File: src/sv/rshc_pkg.sv
// types, widths and step factor constants for the rain sensor heater control
`timescale 1ns / 1ps
`default_nettype none

package rshc_pkg;

   localparam int UPDATE_PERIOD_S = 10;
   localparam int PERIOD_MS = ((UPDATE_PERIOD_S < 3) ? 3 : UPDATE_PERIOD_S) * 1000;

   localparam int TEMP_W = 15;
   localparam int LEVEL_W = 23;
   localparam int TIME_W = 32;
   localparam int DUTY_W = 10;
   localparam int MODE_W = 2;
   localparam int FACT_W = 18;
   localparam int ARITH_W = 41;
   localparam int CNT_W = 6;
   localparam int NUM_STEPS = 7;

   localparam logic [LEVEL_W-1:0] LEVEL_FULL = LEVEL_W'(6553600);

   localparam logic OP_MUL = 1'b0;
   localparam logic OP_DIV = 1'b1;

   typedef struct packed {
      logic [TIME_W-1:0]  now_seconds;
      logic [TEMP_W-1:0]  ambient_temp;
      logic [TEMP_W-1:0]  rain_sensor_temp;
      logic               sensor_wet;
      logic [LEVEL_W-1:0] measured_level;
   } req_type;

   typedef struct packed {
      logic [DUTY_W-1:0]  duty;
      logic [MODE_W-1:0]  heater_mode;
      logic [LEVEL_W-1:0] heater_level;
   } rsp_type;

   typedef struct packed {
      logic             start;
      logic             op;
      logic [CNT_W-1:0] count;
   } arith_req_type;

   // factor in q16: sqrt(base^2 * 2^32 / period_ms), never zero
   function automatic logic [FACT_W-1:0] step_factor(input longint unsigned base);
      longint unsigned x;
      longint unsigned r;
      longint unsigned bitv;
      x = ((base * base) << 32) / PERIOD_MS;
      r = 0;
      bitv = 64'h4000_0000_0000_0000;
      for (int i = 0; i < 32; i++) begin
         if (x >= r + bitv) begin
            x = x - (r + bitv);
            r = (r >> 1) + bitv;
         end else begin
            r = r >> 1;
         end
         bitv = bitv >> 2;
      end
      if (r == 0) begin
         r = 1;
      end
      return FACT_W'(r);
   endfunction

   localparam logic [FACT_W-1:0] STEP_FACTOR [NUM_STEPS] = '{
      step_factor(140), step_factor(120), step_factor(110), step_factor(106),
      step_factor(104), step_factor(102), step_factor(101)
   };

   localparam logic [17:0] STEP_EDGE [NUM_STEPS] = '{
      18'd800, 18'd400, 18'd300, 18'd200, 18'd100, 18'd50, 18'd30
   };

endpackage

`default_nettype wire

File: src/sv/rshc_serial_arith.sv
// bit-serial unsigned multiplier and restoring divider, one bit per cycle
`timescale 1ns / 1ps
`default_nettype none

module rshc_serial_arith (
   input  wire logic                            clock,
   input  wire logic                            reset,
   input  wire rshc_pkg::arith_req_type         req,
   input  wire logic [rshc_pkg::ARITH_W-1:0]    opa,
   input  wire logic [rshc_pkg::LEVEL_W-1:0]    opb,
   output logic                                 done,
   output logic [rshc_pkg::ARITH_W-1:0]         result
);
   import rshc_pkg::*;

   logic                 busy_ff, busy_in;
   logic                 done_ff, done_in;
   logic                 op_ff, op_in;
   logic [CNT_W-1:0]     cnt_ff, cnt_in;
   logic [ARITH_W-1:0]   a_ff, a_in;
   logic [ARITH_W-1:0]   b_ff, b_in;
   logic [ARITH_W-1:0]   acc_ff, acc_in;
   logic [LEVEL_W-1:0]   rem_ff, rem_in;
   logic [LEVEL_W:0]     rem_sh;
   logic [LEVEL_W:0]     rem_sub;
   logic [CNT_W-1:0]     idx;

   assign idx = cnt_ff - CNT_W'(1);
   assign rem_sh = {rem_ff, a_ff[idx]};
   assign rem_sub = rem_sh - {1'b0, b_ff[LEVEL_W-1:0]};

   always_comb begin
      busy_in = busy_ff;
      done_in = 1'b0;
      op_in = op_ff;
      cnt_in = cnt_ff;
      a_in = a_ff;
      b_in = b_ff;
      acc_in = acc_ff;
      rem_in = rem_ff;
      if (req.start) begin
         busy_in = 1'b1;
         op_in = req.op;
         cnt_in = req.count;
         a_in = opa;
         b_in = ARITH_W'(opb);
         acc_in = '0;
         rem_in = '0;
      end else if (busy_ff) begin
         if (op_ff == OP_MUL) begin
            if (a_ff[0]) begin
               acc_in = acc_ff + b_ff;
            end
            a_in = a_ff >> 1;
            b_in = b_ff << 1;
         end else begin
            // restoring step: bring down the next numerator bit
            if (rem_sh >= {1'b0, b_ff[LEVEL_W-1:0]}) begin
               rem_in = rem_sub[LEVEL_W-1:0];
               acc_in = {acc_ff[ARITH_W-2:0], 1'b1};
            end else begin
               rem_in = rem_sh[LEVEL_W-1:0];
               acc_in = {acc_ff[ARITH_W-2:0], 1'b0};
            end
         end
         cnt_in = cnt_ff - CNT_W'(1);
         if (cnt_ff == CNT_W'(1)) begin
            busy_in = 1'b0;
            done_in = 1'b1;
         end
      end
   end

   always_ff @(posedge clock) begin
      if (reset) begin
         busy_ff <= 1'b0;
         done_ff <= 1'b0;
      end else begin
         busy_ff <= busy_in;
         done_ff <= done_in;
      end
      op_ff <= op_in;
      cnt_ff <= cnt_in;
      a_ff <= a_in;
      b_ff <= b_in;
      acc_ff <= acc_in;
      rem_ff <= rem_in;
   end

   assign done = done_ff;
   assign result = acc_ff;

endmodule

`default_nettype wire

File: src/sv/rain_sensor_heater_control.sv
// rain sensor heater control: mode machine, target, level step and duty
// one item at a time: an accepted item runs through the mode state, the interpolated target,
// the level step when the error is in a band, and the duty divide before its result is registered;
// the next item is taken after that; the bit-serial multiply/divide unit does one operand bit per cycle
// the next item is taken while the previous result waits on the output register
// synchronous active-high reset: control and configuration registers to their defaults, mode normal, level unloaded
`timescale 1ns / 1ps
`default_nettype none

module rain_sensor_heater_control (
   input  wire logic                          clock,
   input  wire logic                          reset,
   input  wire logic                          req_valid,
   output logic                               req_ready,
   input  wire rshc_pkg::req_type             req_data,
   output logic                               rsp_valid,
   input  wire logic                          rsp_ready,
   output rshc_pkg::rsp_type                  rsp_data,
   input  wire logic                          csr_we,
   input  wire logic [2:0]                    csr_index,
   input  wire logic [rshc_pkg::TEMP_W-1:0]   csr_wdata
);
   import rshc_pkg::*;

   localparam logic [2:0] REG_AMBIENT_LOW = 3'd0;
   localparam logic [2:0] REG_AMBIENT_HIGH = 3'd1;
   localparam logic [2:0] REG_OFFSET_LOW = 3'd2;
   localparam logic [2:0] REG_OFFSET_HIGH = 3'd3;
   localparam logic [2:0] REG_IMPULSE_OFFSET = 3'd4;
   localparam logic [2:0] REG_IMPULSE_SECONDS = 3'd5;
   localparam logic [2:0] REG_WET_CYCLE = 3'd6;
   localparam logic [2:0] REG_MIN_LEVEL = 3'd7;

   localparam logic [MODE_W-1:0] MODE_NORMAL = 2'd0;
   localparam logic [MODE_W-1:0] MODE_HEAT = 2'd1;
   localparam logic [MODE_W-1:0] MODE_PULSE = 2'd2;

   localparam logic [3:0] S_IDLE = 4'd0;
   localparam logic [3:0] S_MODE = 4'd1;
   localparam logic [3:0] S_IMUL = 4'd2;
   localparam logic [3:0] S_IDIV = 4'd3;
   localparam logic [3:0] S_ERR = 4'd4;
   localparam logic [3:0] S_LVL = 4'd5;
   localparam logic [3:0] S_CLAMP = 4'd6;
   localparam logic [3:0] S_DUTY = 4'd7;
   localparam logic [3:0] S_OUT = 4'd8;

   localparam logic [CNT_W-1:0] CNT_IMUL = CNT_W'(13);
   localparam logic [CNT_W-1:0] CNT_IDIV = CNT_W'(28);
   localparam logic [CNT_W-1:0] CNT_LMUL = CNT_W'(FACT_W);
   localparam logic [CNT_W-1:0] CNT_LDIV = CNT_W'(LEVEL_W + 16);
   localparam logic [CNT_W-1:0] CNT_DUTY = CNT_W'(17);

   // configuration registers
   logic signed [TEMP_W-1:0] amb_low_ff, amb_low_in;
   logic signed [TEMP_W-1:0] amb_high_ff, amb_high_in;
   logic [12:0]              off_low_ff, off_low_in;
   logic [12:0]              off_high_ff, off_high_in;
   logic [11:0]              imp_off_ff, imp_off_in;
   logic [9:0]               imp_sec_ff, imp_sec_in;
   logic [9:0]               wet_cyc_ff, wet_cyc_in;
   logic [4:0]               min_lvl_ff, min_lvl_in;

   // item registers
   logic [TIME_W-1:0]        now_ff, now_in;
   logic signed [TEMP_W-1:0] amb_ff, amb_in;
   logic signed [TEMP_W-1:0] rain_ff, rain_in;
   logic                     wet_ff, wet_in;
   logic [LEVEL_W-1:0]       meas_ff, meas_in;

   // controller state
   logic [3:0]               state_ff, state_in;
   logic [MODE_W-1:0]        mode_ff, mode_in;
   logic [TIME_W-1:0]        wet_since_ff, wet_since_in;
   logic                     wet_timing_ff, wet_timing_in;
   logic [TIME_W-1:0]        pulse_since_ff, pulse_since_in;
   logic [LEVEL_W-1:0]       level_ff, level_in;
   logic                     loaded_ff, loaded_in;
   logic signed [16:0]       target_ff, target_in;
   logic [LEVEL_W+1:0]       raw_ff, raw_in;
   logic [DUTY_W-1:0]        duty_ff, duty_in;
   logic                     rsp_valid_ff, rsp_valid_in;
   rsp_type                  rsp_data_ff, rsp_data_in;

   // arithmetic unit
   arith_req_type            arith_req;
   logic [ARITH_W-1:0]       arith_a;
   logic [LEVEL_W-1:0]       arith_b;
   logic                     arith_done;
   logic [ARITH_W-1:0]       arith_res;

   // derived values
   logic signed [16:0]       amb_x, low_x, ol_x, oh_x, imp_x, rain_x;
   logic signed [16:0]       t_hi, t_imp, t_flat, t_int, delta;
   logic signed [15:0]       den, amb_diff;
   logic                     off_neg;
   logic [12:0]              off_mag;
   logic signed [17:0]       err;
   logic [17:0]              e_abs;
   logic                     band_hit;
   logic [FACT_W-1:0]        fsel;
   logic [LEVEL_W+1:0]       minq;
   logic [LEVEL_W-1:0]       lv_clamp;
   logic [LEVEL_W+9:0]       lv_times;

   assign amb_x = 17'(amb_ff);
   assign low_x = 17'(amb_low_ff);
   assign rain_x = 17'(rain_ff);
   assign ol_x = signed'({4'b0, off_low_ff});
   assign oh_x = signed'({4'b0, off_high_ff});
   assign imp_x = signed'({5'b0, imp_off_ff});
   assign t_hi = amb_x + oh_x;
   assign t_imp = amb_x + imp_x;
   assign t_flat = amb_x + ol_x;
   assign delta = off_neg ? -signed'({3'b0, arith_res[13:0]})
                          : signed'({3'b0, arith_res[13:0]});
   assign t_int = t_flat + delta;
   assign den = 16'(amb_high_ff) - 16'(amb_low_ff);
   assign amb_diff = 16'(amb_ff) - 16'(amb_low_ff);
   assign off_neg = off_high_ff < off_low_ff;
   assign off_mag = off_neg ? (off_low_ff - off_high_ff) : (off_high_ff - off_low_ff);
   assign err = 18'(target_ff) - 18'(rain_x);
   assign e_abs = (err < 0) ? 18'(-err) : 18'(err);
   assign minq = {4'b0, min_lvl_ff, 16'b0};
   assign lv_clamp = (raw_ff < minq) ? minq[LEVEL_W-1:0]
                   : (raw_ff > {2'b0, LEVEL_FULL}) ? LEVEL_FULL : raw_ff[LEVEL_W-1:0];
   assign lv_times = {lv_clamp, 10'b0} - {10'b0, lv_clamp};

   // error band: the highest band edge that the error exceeds wins
   always_comb begin
      band_hit = 1'b0;
      fsel = '0;
      for (int i = NUM_STEPS - 1; i >= 0; i--) begin
         if (e_abs > STEP_EDGE[i]) begin
            band_hit = 1'b1;
            fsel = STEP_FACTOR[i];
         end
      end
   end

   // configuration writes
   always_comb begin
      amb_low_in = amb_low_ff;
      amb_high_in = amb_high_ff;
      off_low_in = off_low_ff;
      off_high_in = off_high_ff;
      imp_off_in = imp_off_ff;
      imp_sec_in = imp_sec_ff;
      wet_cyc_in = wet_cyc_ff;
      min_lvl_in = min_lvl_ff;
      if (csr_we) begin
         case (csr_index)
            REG_AMBIENT_LOW:     amb_low_in = csr_wdata;
            REG_AMBIENT_HIGH:    amb_high_in = csr_wdata;
            REG_OFFSET_LOW:      off_low_in = csr_wdata[12:0];
            REG_OFFSET_HIGH:     off_high_in = csr_wdata[12:0];
            REG_IMPULSE_OFFSET:  imp_off_in = csr_wdata[11:0];
            REG_IMPULSE_SECONDS: imp_sec_in = csr_wdata[9:0];
            REG_WET_CYCLE:       wet_cyc_in = csr_wdata[9:0];
            REG_MIN_LEVEL:       min_lvl_in = csr_wdata[4:0];
            default:             amb_low_in = amb_low_ff;
         endcase
      end
   end

   always_comb begin
      logic [MODE_W-1:0] m;
      logic              wt;
      logic [TIME_W-1:0] ws;
      logic [TIME_W-1:0] wet_age;
      logic [TIME_W-1:0] pulse_age;
      state_in = state_ff;
      now_in = now_ff;
      amb_in = amb_ff;
      rain_in = rain_ff;
      wet_in = wet_ff;
      meas_in = meas_ff;
      mode_in = mode_ff;
      wet_since_in = wet_since_ff;
      wet_timing_in = wet_timing_ff;
      pulse_since_in = pulse_since_ff;
      level_in = level_ff;
      loaded_in = loaded_ff;
      target_in = target_ff;
      raw_in = raw_ff;
      duty_in = duty_ff;
      rsp_valid_in = rsp_valid_ff && !rsp_ready;
      rsp_data_in = rsp_data_ff;
      arith_req = '0;
      arith_a = '0;
      arith_b = '0;
      m = mode_ff;
      wt = wet_timing_ff;
      ws = wet_since_ff;
      wet_age = now_ff - wet_since_ff;
      pulse_age = now_ff - pulse_since_ff;

      case (state_ff)
         S_IDLE: begin
            if (req_valid) begin
               now_in = req_data.now_seconds;
               amb_in = req_data.ambient_temp;
               rain_in = req_data.rain_sensor_temp;
               wet_in = req_data.sensor_wet;
               meas_in = req_data.measured_level;
               state_in = S_MODE;
            end
         end
         S_MODE: begin
            if (!loaded_ff) begin
               level_in = meas_ff;
               loaded_in = 1'b1;
            end
            if (wet_ff && m == MODE_NORMAL) begin
               if (!wt) begin
                  ws = now_ff;
                  wt = 1'b1;
               end else if (wet_age >= {22'b0, wet_cyc_ff}) begin
                  wt = 1'b0;
                  m = MODE_HEAT;
               end
            end else begin
               wt = 1'b0;
            end
            if (m == MODE_PULSE && pulse_age > {22'b0, imp_sec_ff}) begin
               m = MODE_NORMAL;
               wt = 1'b0;
            end
            mode_in = m;
            wet_timing_in = wt;
            wet_since_in = ws;
            state_in = S_ERR;
            if (m == MODE_NORMAL) begin
               if (amb_ff < amb_low_ff) begin
                  target_in = ol_x;
               end else if (amb_ff > amb_high_ff) begin
                  target_in = t_hi;
               end else if (den == 16'sd0) begin
                  target_in = (t_flat < low_x) ? ol_x : t_flat;
               end else begin
                  arith_req.start = 1'b1;
                  arith_req.op = OP_MUL;
                  arith_req.count = CNT_IMUL;
                  arith_a = ARITH_W'(off_mag);
                  arith_b = LEVEL_W'(amb_diff[14:0]);
                  state_in = S_IMUL;
               end
            end else begin
               target_in = t_imp;
            end
         end
         S_IMUL: begin
            if (arith_done) begin
               arith_req.start = 1'b1;
               arith_req.op = OP_DIV;
               arith_req.count = CNT_IDIV;
               arith_a = arith_res;
               arith_b = LEVEL_W'(den[14:0]);
               state_in = S_IDIV;
            end
         end
         S_IDIV: begin
            if (arith_done) begin
               // interpolated target below the low threshold falls back to the bare offset
               target_in = (t_int < low_x) ? ol_x : t_int;
               state_in = S_ERR;
            end
         end
         S_ERR: begin
            state_in = S_CLAMP;
            if (mode_ff == MODE_HEAT && rain_x < target_ff) begin
               raw_in = {2'b0, LEVEL_FULL};
            end else begin
               if (mode_ff == MODE_HEAT) begin
                  mode_in = MODE_PULSE;
                  pulse_since_in = now_ff;
               end
               if (!band_hit) begin
                  raw_in = {2'b0, level_ff};
               end else if (rain_x > target_ff) begin
                  arith_req.start = 1'b1;
                  arith_req.op = OP_DIV;
                  arith_req.count = CNT_LDIV;
                  arith_a = ARITH_W'({level_ff, 16'b0});
                  arith_b = LEVEL_W'(fsel);
                  state_in = S_LVL;
               end else begin
                  arith_req.start = 1'b1;
                  arith_req.op = OP_MUL;
                  arith_req.count = CNT_LMUL;
                  arith_a = ARITH_W'(fsel);
                  arith_b = level_ff;
                  state_in = S_LVL;
               end
            end
         end
         S_LVL: begin
            if (arith_done) begin
               if (rain_x > target_ff) begin
                  // a factor below one on long periods can push the quotient past the top
                  raw_in = (|arith_res[ARITH_W-1:LEVEL_W+2]) ? '1 : arith_res[LEVEL_W+1:0];
               end else begin
                  raw_in = arith_res[ARITH_W-1:16];
               end
               state_in = S_CLAMP;
            end
         end
         S_CLAMP: begin
            level_in = lv_clamp;
            arith_req.start = 1'b1;
            arith_req.op = OP_DIV;
            arith_req.count = CNT_DUTY;
            arith_a = ARITH_W'(lv_times[LEVEL_W+9:16]);
            arith_b = LEVEL_W'(100);
            state_in = S_DUTY;
         end
         S_DUTY: begin
            if (arith_done) begin
               duty_in = arith_res[DUTY_W-1:0];
               state_in = S_OUT;
            end
         end
         S_OUT: begin
            if (!rsp_valid_ff || rsp_ready) begin
               rsp_valid_in = 1'b1;
               rsp_data_in.duty = duty_ff;
               rsp_data_in.heater_mode = mode_ff;
               rsp_data_in.heater_level = level_ff;
               state_in = S_IDLE;
            end
         end
         default: begin
            state_in = S_IDLE;
         end
      endcase
   end

   always_ff @(posedge clock) begin
      if (reset) begin
         amb_low_ff <= 15'sd0;
         amb_high_ff <= 15'sd2000;
         off_low_ff <= 13'd600;
         off_high_ff <= 13'd400;
         imp_off_ff <= 12'd1000;
         imp_sec_ff <= 10'd60;
         wet_cyc_ff <= 10'd600;
         min_lvl_ff <= 5'd10;
         state_ff <= S_IDLE;
         mode_ff <= MODE_NORMAL;
         wet_since_ff <= '0;
         wet_timing_ff <= 1'b0;
         pulse_since_ff <= '0;
         level_ff <= '0;
         loaded_ff <= 1'b0;
         rsp_valid_ff <= 1'b0;
      end else begin
         amb_low_ff <= amb_low_in;
         amb_high_ff <= amb_high_in;
         off_low_ff <= off_low_in;
         off_high_ff <= off_high_in;
         imp_off_ff <= imp_off_in;
         imp_sec_ff <= imp_sec_in;
         wet_cyc_ff <= wet_cyc_in;
         min_lvl_ff <= min_lvl_in;
         state_ff <= state_in;
         mode_ff <= mode_in;
         wet_since_ff <= wet_since_in;
         wet_timing_ff <= wet_timing_in;
         pulse_since_ff <= pulse_since_in;
         level_ff <= level_in;
         loaded_ff <= loaded_in;
         rsp_valid_ff <= rsp_valid_in;
      end
      now_ff <= now_in;
      amb_ff <= amb_in;
      rain_ff <= rain_in;
      wet_ff <= wet_in;
      meas_ff <= meas_in;
      target_ff <= target_in;
      raw_ff <= raw_in;
      duty_ff <= duty_in;
      rsp_data_ff <= rsp_data_in;
   end

   rshc_serial_arith u_arith (
      .clock  (clock),
      .reset  (reset),
      .req    (arith_req),
      .opa    (arith_a),
      .opb    (arith_b),
      .done   (arith_done),
      .result (arith_res)
   );

   assign req_ready = (state_ff == S_IDLE);
   assign rsp_valid = rsp_valid_ff;
   assign rsp_data = rsp_data_ff;

endmodule

`default_nettype wire

File: config.mk
export PLATFORM = sky130hd
export DESIGN_NAME = rain_sensor_heater_control
export DESIGN_NICKNAME = d
export VERILOG_FILES = /design/src/sv/rshc_pkg.sv /design/src/sv/rshc_serial_arith.sv /design/src/sv/rain_sensor_heater_control.sv
export SDC_FILE = /design/constraint.sdc
export NUM_CORES = 2
export LEC_CHECK = 0
export BUFFER_PORTS_ARGS = -buffer_cell sky130_fd_sc_hd__buf_2
export CORE_MARGIN = 4
export CORE_UTILIZATION = 64
export DETAILED_ROUTE_END_ITERATION = 8
export PLACE_DENSITY = 0.84
export SLEW_MARGIN = 20
export SYNTH_ARGS = -nofsm -noshare
export SYNTH_HDL_FRONTEND = slang
export SYNTH_SLANG_ARGS = --single-unit
File: constraint.sdc
create_clock -name clock -period 7.3 [get_ports clock]
set_clock_uncertainty 0.15 [all_clocks]
set_input_delay 0.365 -clock clock [delete_from_list [all_inputs] [get_ports clock]]
set_output_delay 0.365 -clock clock [all_outputs]
set_load 0.005 [all_outputs]
# After elaboration in Yosys (flattened, before gate mapping)
# Cells that the tools add are included.
# totals
reg_bits	517
latchBits	0
ram_bits	0
mem_bits_ro	0
out_inout_bits	37
memories	0
# op_classes
addsub	17
n_mul	0
n_div	0
n_lt_le_gt_ge	21
n_eq_ne	30
shift	0
n_mux	108
bitwise_logic	4
n_reduce_logical	42
# op_table
operator	n
two-way mux 41 bit	6
two-way mux 23 bit	10
one-hot mux 41 bit (4 select lines)	1
two-way mux 17 bit	9
two-way mux 18 bit	7
two-way mux 25 bit	5
two-way mux 39 bit	3
one-hot mux 23 bit (4 select lines)	1
two-way mux 15 bit	5
two-way mux 13 bit	5
subtractor 32 bit	2
two-way mux 8 bit	7
one-hot mux 25 bit (2 select lines)	1
one-hot mux 23 bit (2 select lines)	1
adder 41 bit	1
greater-than comparator 18 x 9 -> 1 bit (second input constant)	2
one-hot mux 4 bit (9 select lines)	1
one-hot mux 17 bit (2 select lines)	1
subtractor 33 x 23 -> 33 bit	1
adder 15 x 14 -> 16 bit	2
>= comparator 32 x 10 -> 1 bit	1
greater-than comparator 32 x 10 -> 1 bit	1
one-hot mux 8 bit (4 select lines)	1
AND reduction 2 bit	16
62 further kinds	132

# Logic depth before layout (Yosys ltp)
# logic_depth
depth_word	16
mapped_depth	33
depth_no_buf	30

# By module
# A second synthesis with hierarchy kept.
# unflattened
cells_unflattened	4524
hier_area_um2	38519.4
# by_module_without_submodules
module	instances	cells_per_inst	area_each_um2
rain_sensor_heater_control	1	3398	28363.5
rshc_serial_arith	1	1126	10156.0

# Least setup slack after synthesis
# Ideal clock, no wire load.
# synth_timing
path_type	reg-to-reg
start	reg off_low_ff[1]
end	reg target_ff[16], data pin
setup_ns	0.260
arrival_time_ns	6.341
required_time_ns	6.890
path_slack_ns	0.550
path_stages_with_launch	34
path_buffers	3
period_less_slack_ns	6.750
cell_sequence	dfxtp_1 > inv_1 > ha_1 > nand2b_1 > a21oi_1 > o2111ai_1 > a31o_2 > o21ai_1 > clkbuf_1 > clkbuf_1 > nor2_1 > xor2_1 > ha_1 > a21o_1 > a21oi_1 > o21bai_1 > a21oi_1 > nor2b_1 > o21a_1 > o31ai_1 > nand2b_1 > xor2_1 > ha_1 > a21o_1 > a21oi_1 > nor2b_1 > a2111oi_0 > o21ai_0 > a21oi_1 > o211ai_1 > nand2_1 > clkbuf_1 > nor2_1 > o2bb2ai_1
# synth_via
elab_chain_len	8
word_cells_on_any_way	14
cone_classes	add/sub: 2; order compare: 3; mux: 9
# synth_rtl
item	line_no	source
start, declared	rain_sensor_heater_control.sv:57	logic [12:0] off_low_ff, off_low_in;
start signal, assigned	rain_sensor_heater_control.sv:359	off_low_ff <= off_low_in;
branches (longest 7 deep; another with adder 16 x 17 -> 17 bit)	-	
one-hot mux 17 bit (2 select lines) *	rain_sensor_heater_control.sv:198	case (state_ff)
via target_in[16]	rain_sensor_heater_control.sv:79	logic signed [16:0] target_ff, target_in;
end signal, assigned	rain_sensor_heater_control.sv:379	target_ff <= target_in;
end, declared	rain_sensor_heater_control.sv:79	
# Mark *: on every way through the listed nets, which the timed path passes. The select of a mux whose other input is x is not followed.
# A chain may end at the register's enable or synchronous reset.

# Worst setup path after layout
# layout_timing
start	reg off_low_ff[2]
end	reg target_ff[8], data pin
# Same word-level chain as after synthesis.

==> results.md <==
* Result of the run: finished, final reports clean
* Cell seen most often among critical-path stages: o21ai_0
* Number of sinks on the clock net at 517
* Max capacitance violation total at 0
* Clock Tree Buf Depth at 3
* Highest attainable clock frequency at around 150 MHz
* Starting density of the core at about two thirds
* Die span in x at 251 microns
* Number of antenna violations at the first check in global routing at 2
* Final net count at 5068
* Pin count of the biggest net entering global routing at 103
* CP endpoint kind: flip-flop
* Yosys warning total at 0
* CTS tree: yes
* Largest fanout on the critical path at 7
* Worst supply voltage drop on vdd at ~0.38 mV
* Most used flip-flop cell after synthesis: dfxtp_1
* Most heavily used metal layer in global routing: met2
* Total standard cell area after synthesis at around 38000 sq um
* Number of enable-type register cells in the synthesized netlist at ~240
* Overall Global Routing Usage at 38.2%
* Top-area cell type share of the netlist area at between 10% and 20%
* I/O pins at roughly 150
* Wirelength per Cell at around 23 microns
* Finish-stage setup viols at 0
* Minimum clock period at 6870 ps
* Most common library cell in the layout ignoring fill and taps: nand2_1
* Main area contributors after synthesis: edfxtp_1 (19%), dfxtp_1 (14%), ha_1 (11%)
* Final cycle utilization of the critical path at around 94%
* Accumulated negative setup slack at 0 ps
* Met2 usage in global routing at between 60% and 70%
* Design Power at 18.3 mW
* Via Count at between 30k and 40k
* Global-route track usage on met1 at between 40% and 50%
* Root buffer cell: clkbuf_16
* Layout fillers at ~4.4k
* Die boundary height at between 200 and 300 microns
* Overall die area at 63200 sq um
* Clock-pin transition on the worst setup and hold timing paths at roughly 70 ps
* Met3 usage at ~8.5%
* Post-synth net total at between 4k and 5k
* Sum of buffers and inverters on the critical path at 2
* Initial detailed-routing violation count at approximately 4.8k
* Relative slew slack at approximately a fifth
* Setup repair after global routing missed its margin: no
* Number of distinct library cells after synthesis at 100
* Number of routed nets with antenna violations at 0
* TritonRoute pass-1 iters at 8
* Share of synthesized area occupied by flip-flops and latches at roughly 34%
* Power density over the cells at roughly 430 nW/um^2
* # H-tree levels at 2
* Total DRC errors in the routed layout at 0
* Async set-reset flop share out of synthesis at 0%
* Total congestion overflow after global routing at 0
* Global-route wire length before repair at about 190000 microns
* Row Count at 88
* Clock latency at the later pin of the worst-skew pair at about 660 ps
* Number of max-slew violations in the final report at 0
* Area of the core at slightly below 60000 sq um
* Post-Synthesis Mean Instance Area at 8.54 sq um
* RePlAce Congestion at slightly above 1
* Cell type with the highest aggregate area in the netlist: edfxtp_1
* Vias in the first global route at roughly 34k
* HPWL after detailed placement at roughly 91000 microns
* Number of I/O port buffers at 145
* Inserted Clock Buffers at 56
* Detailed-route vias per instance at around 6.7
* Data arrival time at the worst-slack endpoint at 7200 ps
* Delay of the slowest critical-path stage at between 400 and 500 ps
* Slowest-stage cell, CP: fa_1
* Critical Setup Path Class: flip-flop to flip-flop
* Data required time of the worst path at between 7000 and 8000 ps
* Number of standard cells after synthesis at 4438
* Share of post-route cells with drive strength above 1 at 9.13%
* Startpoint type of the worst setup path: flip-flop
* Number of hold-slack violations in the final timing report at 0
* Number of synthesized register bits at just over 500
* Most frequent cells in the layout: nand2_1 (532), a21oi_1 (378), ha_1 (339)
* P_leak at roughly 17 nW
* Relative area change from synthesis to final layout at 12.0%
* Final core area utilization at approximately three quarters
* Kind of path behind the tightest hold check: input port to flip-flop
* Actual transition at the worst max-transition pin at between 1000 and 1500 ps
* Total routed wirelength at roughly 130000 microns
* Family of cells with the greatest summed delay on the critical path: compound AO/OA/AOI/OAI gates
## repair_timing
action,CTS,global route
endpoints found under the setup margin,0,16
setup buffers,0,1
hold buffers,102,0
endpoints found under the hold margin,160,0
resized for setup,0,6
## routing by layer
metal | part of all wire [%] | wire [microns] | vias to the layer above
li1 | - | - | 16600
met2 | 45 | 56600 | 2081
met4 | 5.9 | 7350 | 2
met3 | 11 | 13800 | 479
met1 | 38 | 47700 | 16952
met5 | 0.011 | 14 | -
## synth_stat cells (all sizes together), types with 34 or more instances
cell and instances:
nor2 319, nand2b 53, a211o 39, xnor2 150, nand2 534, nor3 82, or3 39, o21ai 268
a221oi 34, xor2 76, mux2i 70, nand3 62, buf 34, o21a 50, edfxtp 244, a211oi 68
dfxtp 273, a21o 94, nand4 37, o211ai 59, a31oi 38, nor2b 44, a22oi 48, clkbuf 167
a21oi 382, inv 305, ha 339, and2 43
## final cells by class
cell class              instances  area (sq um)  share of cell area, %
repair buffers                311          2260                   5.32
diodes                          2          5.00                 0.0118
clock inverters                34           490                   1.15
well taps                     765           957                   2.25
flip-flops and latches        517         12800                   30.1
inverters                     306          1150                   2.71
multi-input cells            3415         23300                   54.8
clock buffers                  72          1560                   3.67
## through the flow
step / cells / area (sq um) / setup WS [ps] / hold WS (ps)
2_1_floorplan: 4438 / 37900 / 550 / 250
3_3_place_gp: 5209 / 39300 / 483 / 254
3_5_place_dp: 5209 / 39300 / 366 / 255
4_1_cts: 5417 / 42400 / 289 / 56.8
5_1_grt: 5420 / 42500 / 23.9 / 92.7
6_report: 5422 / 42500 / 435 / 66.3
## where the power goes
part	switching, mW	internal (mW)	leakage (nW)	total, mW
sequential	0.848	3.92	4.50	4.76
combinational	6.29	4.01	11.2	10.3
clock	1.32	1.88	1.01	3.20
total	8.46	9.80	16.7	18.3
## registers in the layout (all words and copies together) (netlist names), 25 cells and up
signal          cells
now_ff             32
pulse_since_ff     32
rsp_data           35
u_arith.a_ff       41
u_arith.b_ff       41
wet_since_ff       32
u_arith.result     41
raw_ff             25
## cell families after synthesis
logic type / share of synthesized area (%)
AO/OA/AOI/OAI: 24.3
XOR/XNOR: 5.24
adder cells (fa/ha/maj): 11.9
buffers and inverters: 5.15
flip-flops: 33.7
multiplexers: 2.98
AND/OR/NAND/NOR: 16.8
## final timing paths
kind | start | slack (ps) | end | depth (start not counted)
max reg2reg | off_low_ff[2]$_SDFFE_PP0P_ | 430 | target_ff[8]$_DFFE_PP_ | 31
max | off_low_ff[2]$_SDFFE_PP0P_ | 430 | target_ff[8]$_DFFE_PP_ | 31
min | reset | 70 | pulse_since_ff[13]$_SDFFE_PP0P_ | 2
min reg2reg | duty_ff[5]$_DFFE_PP_ | 270 | rsp_data[30]$_DFFE_PP_ | 0
No activity file was read; power rests on OpenSTA's default activity.
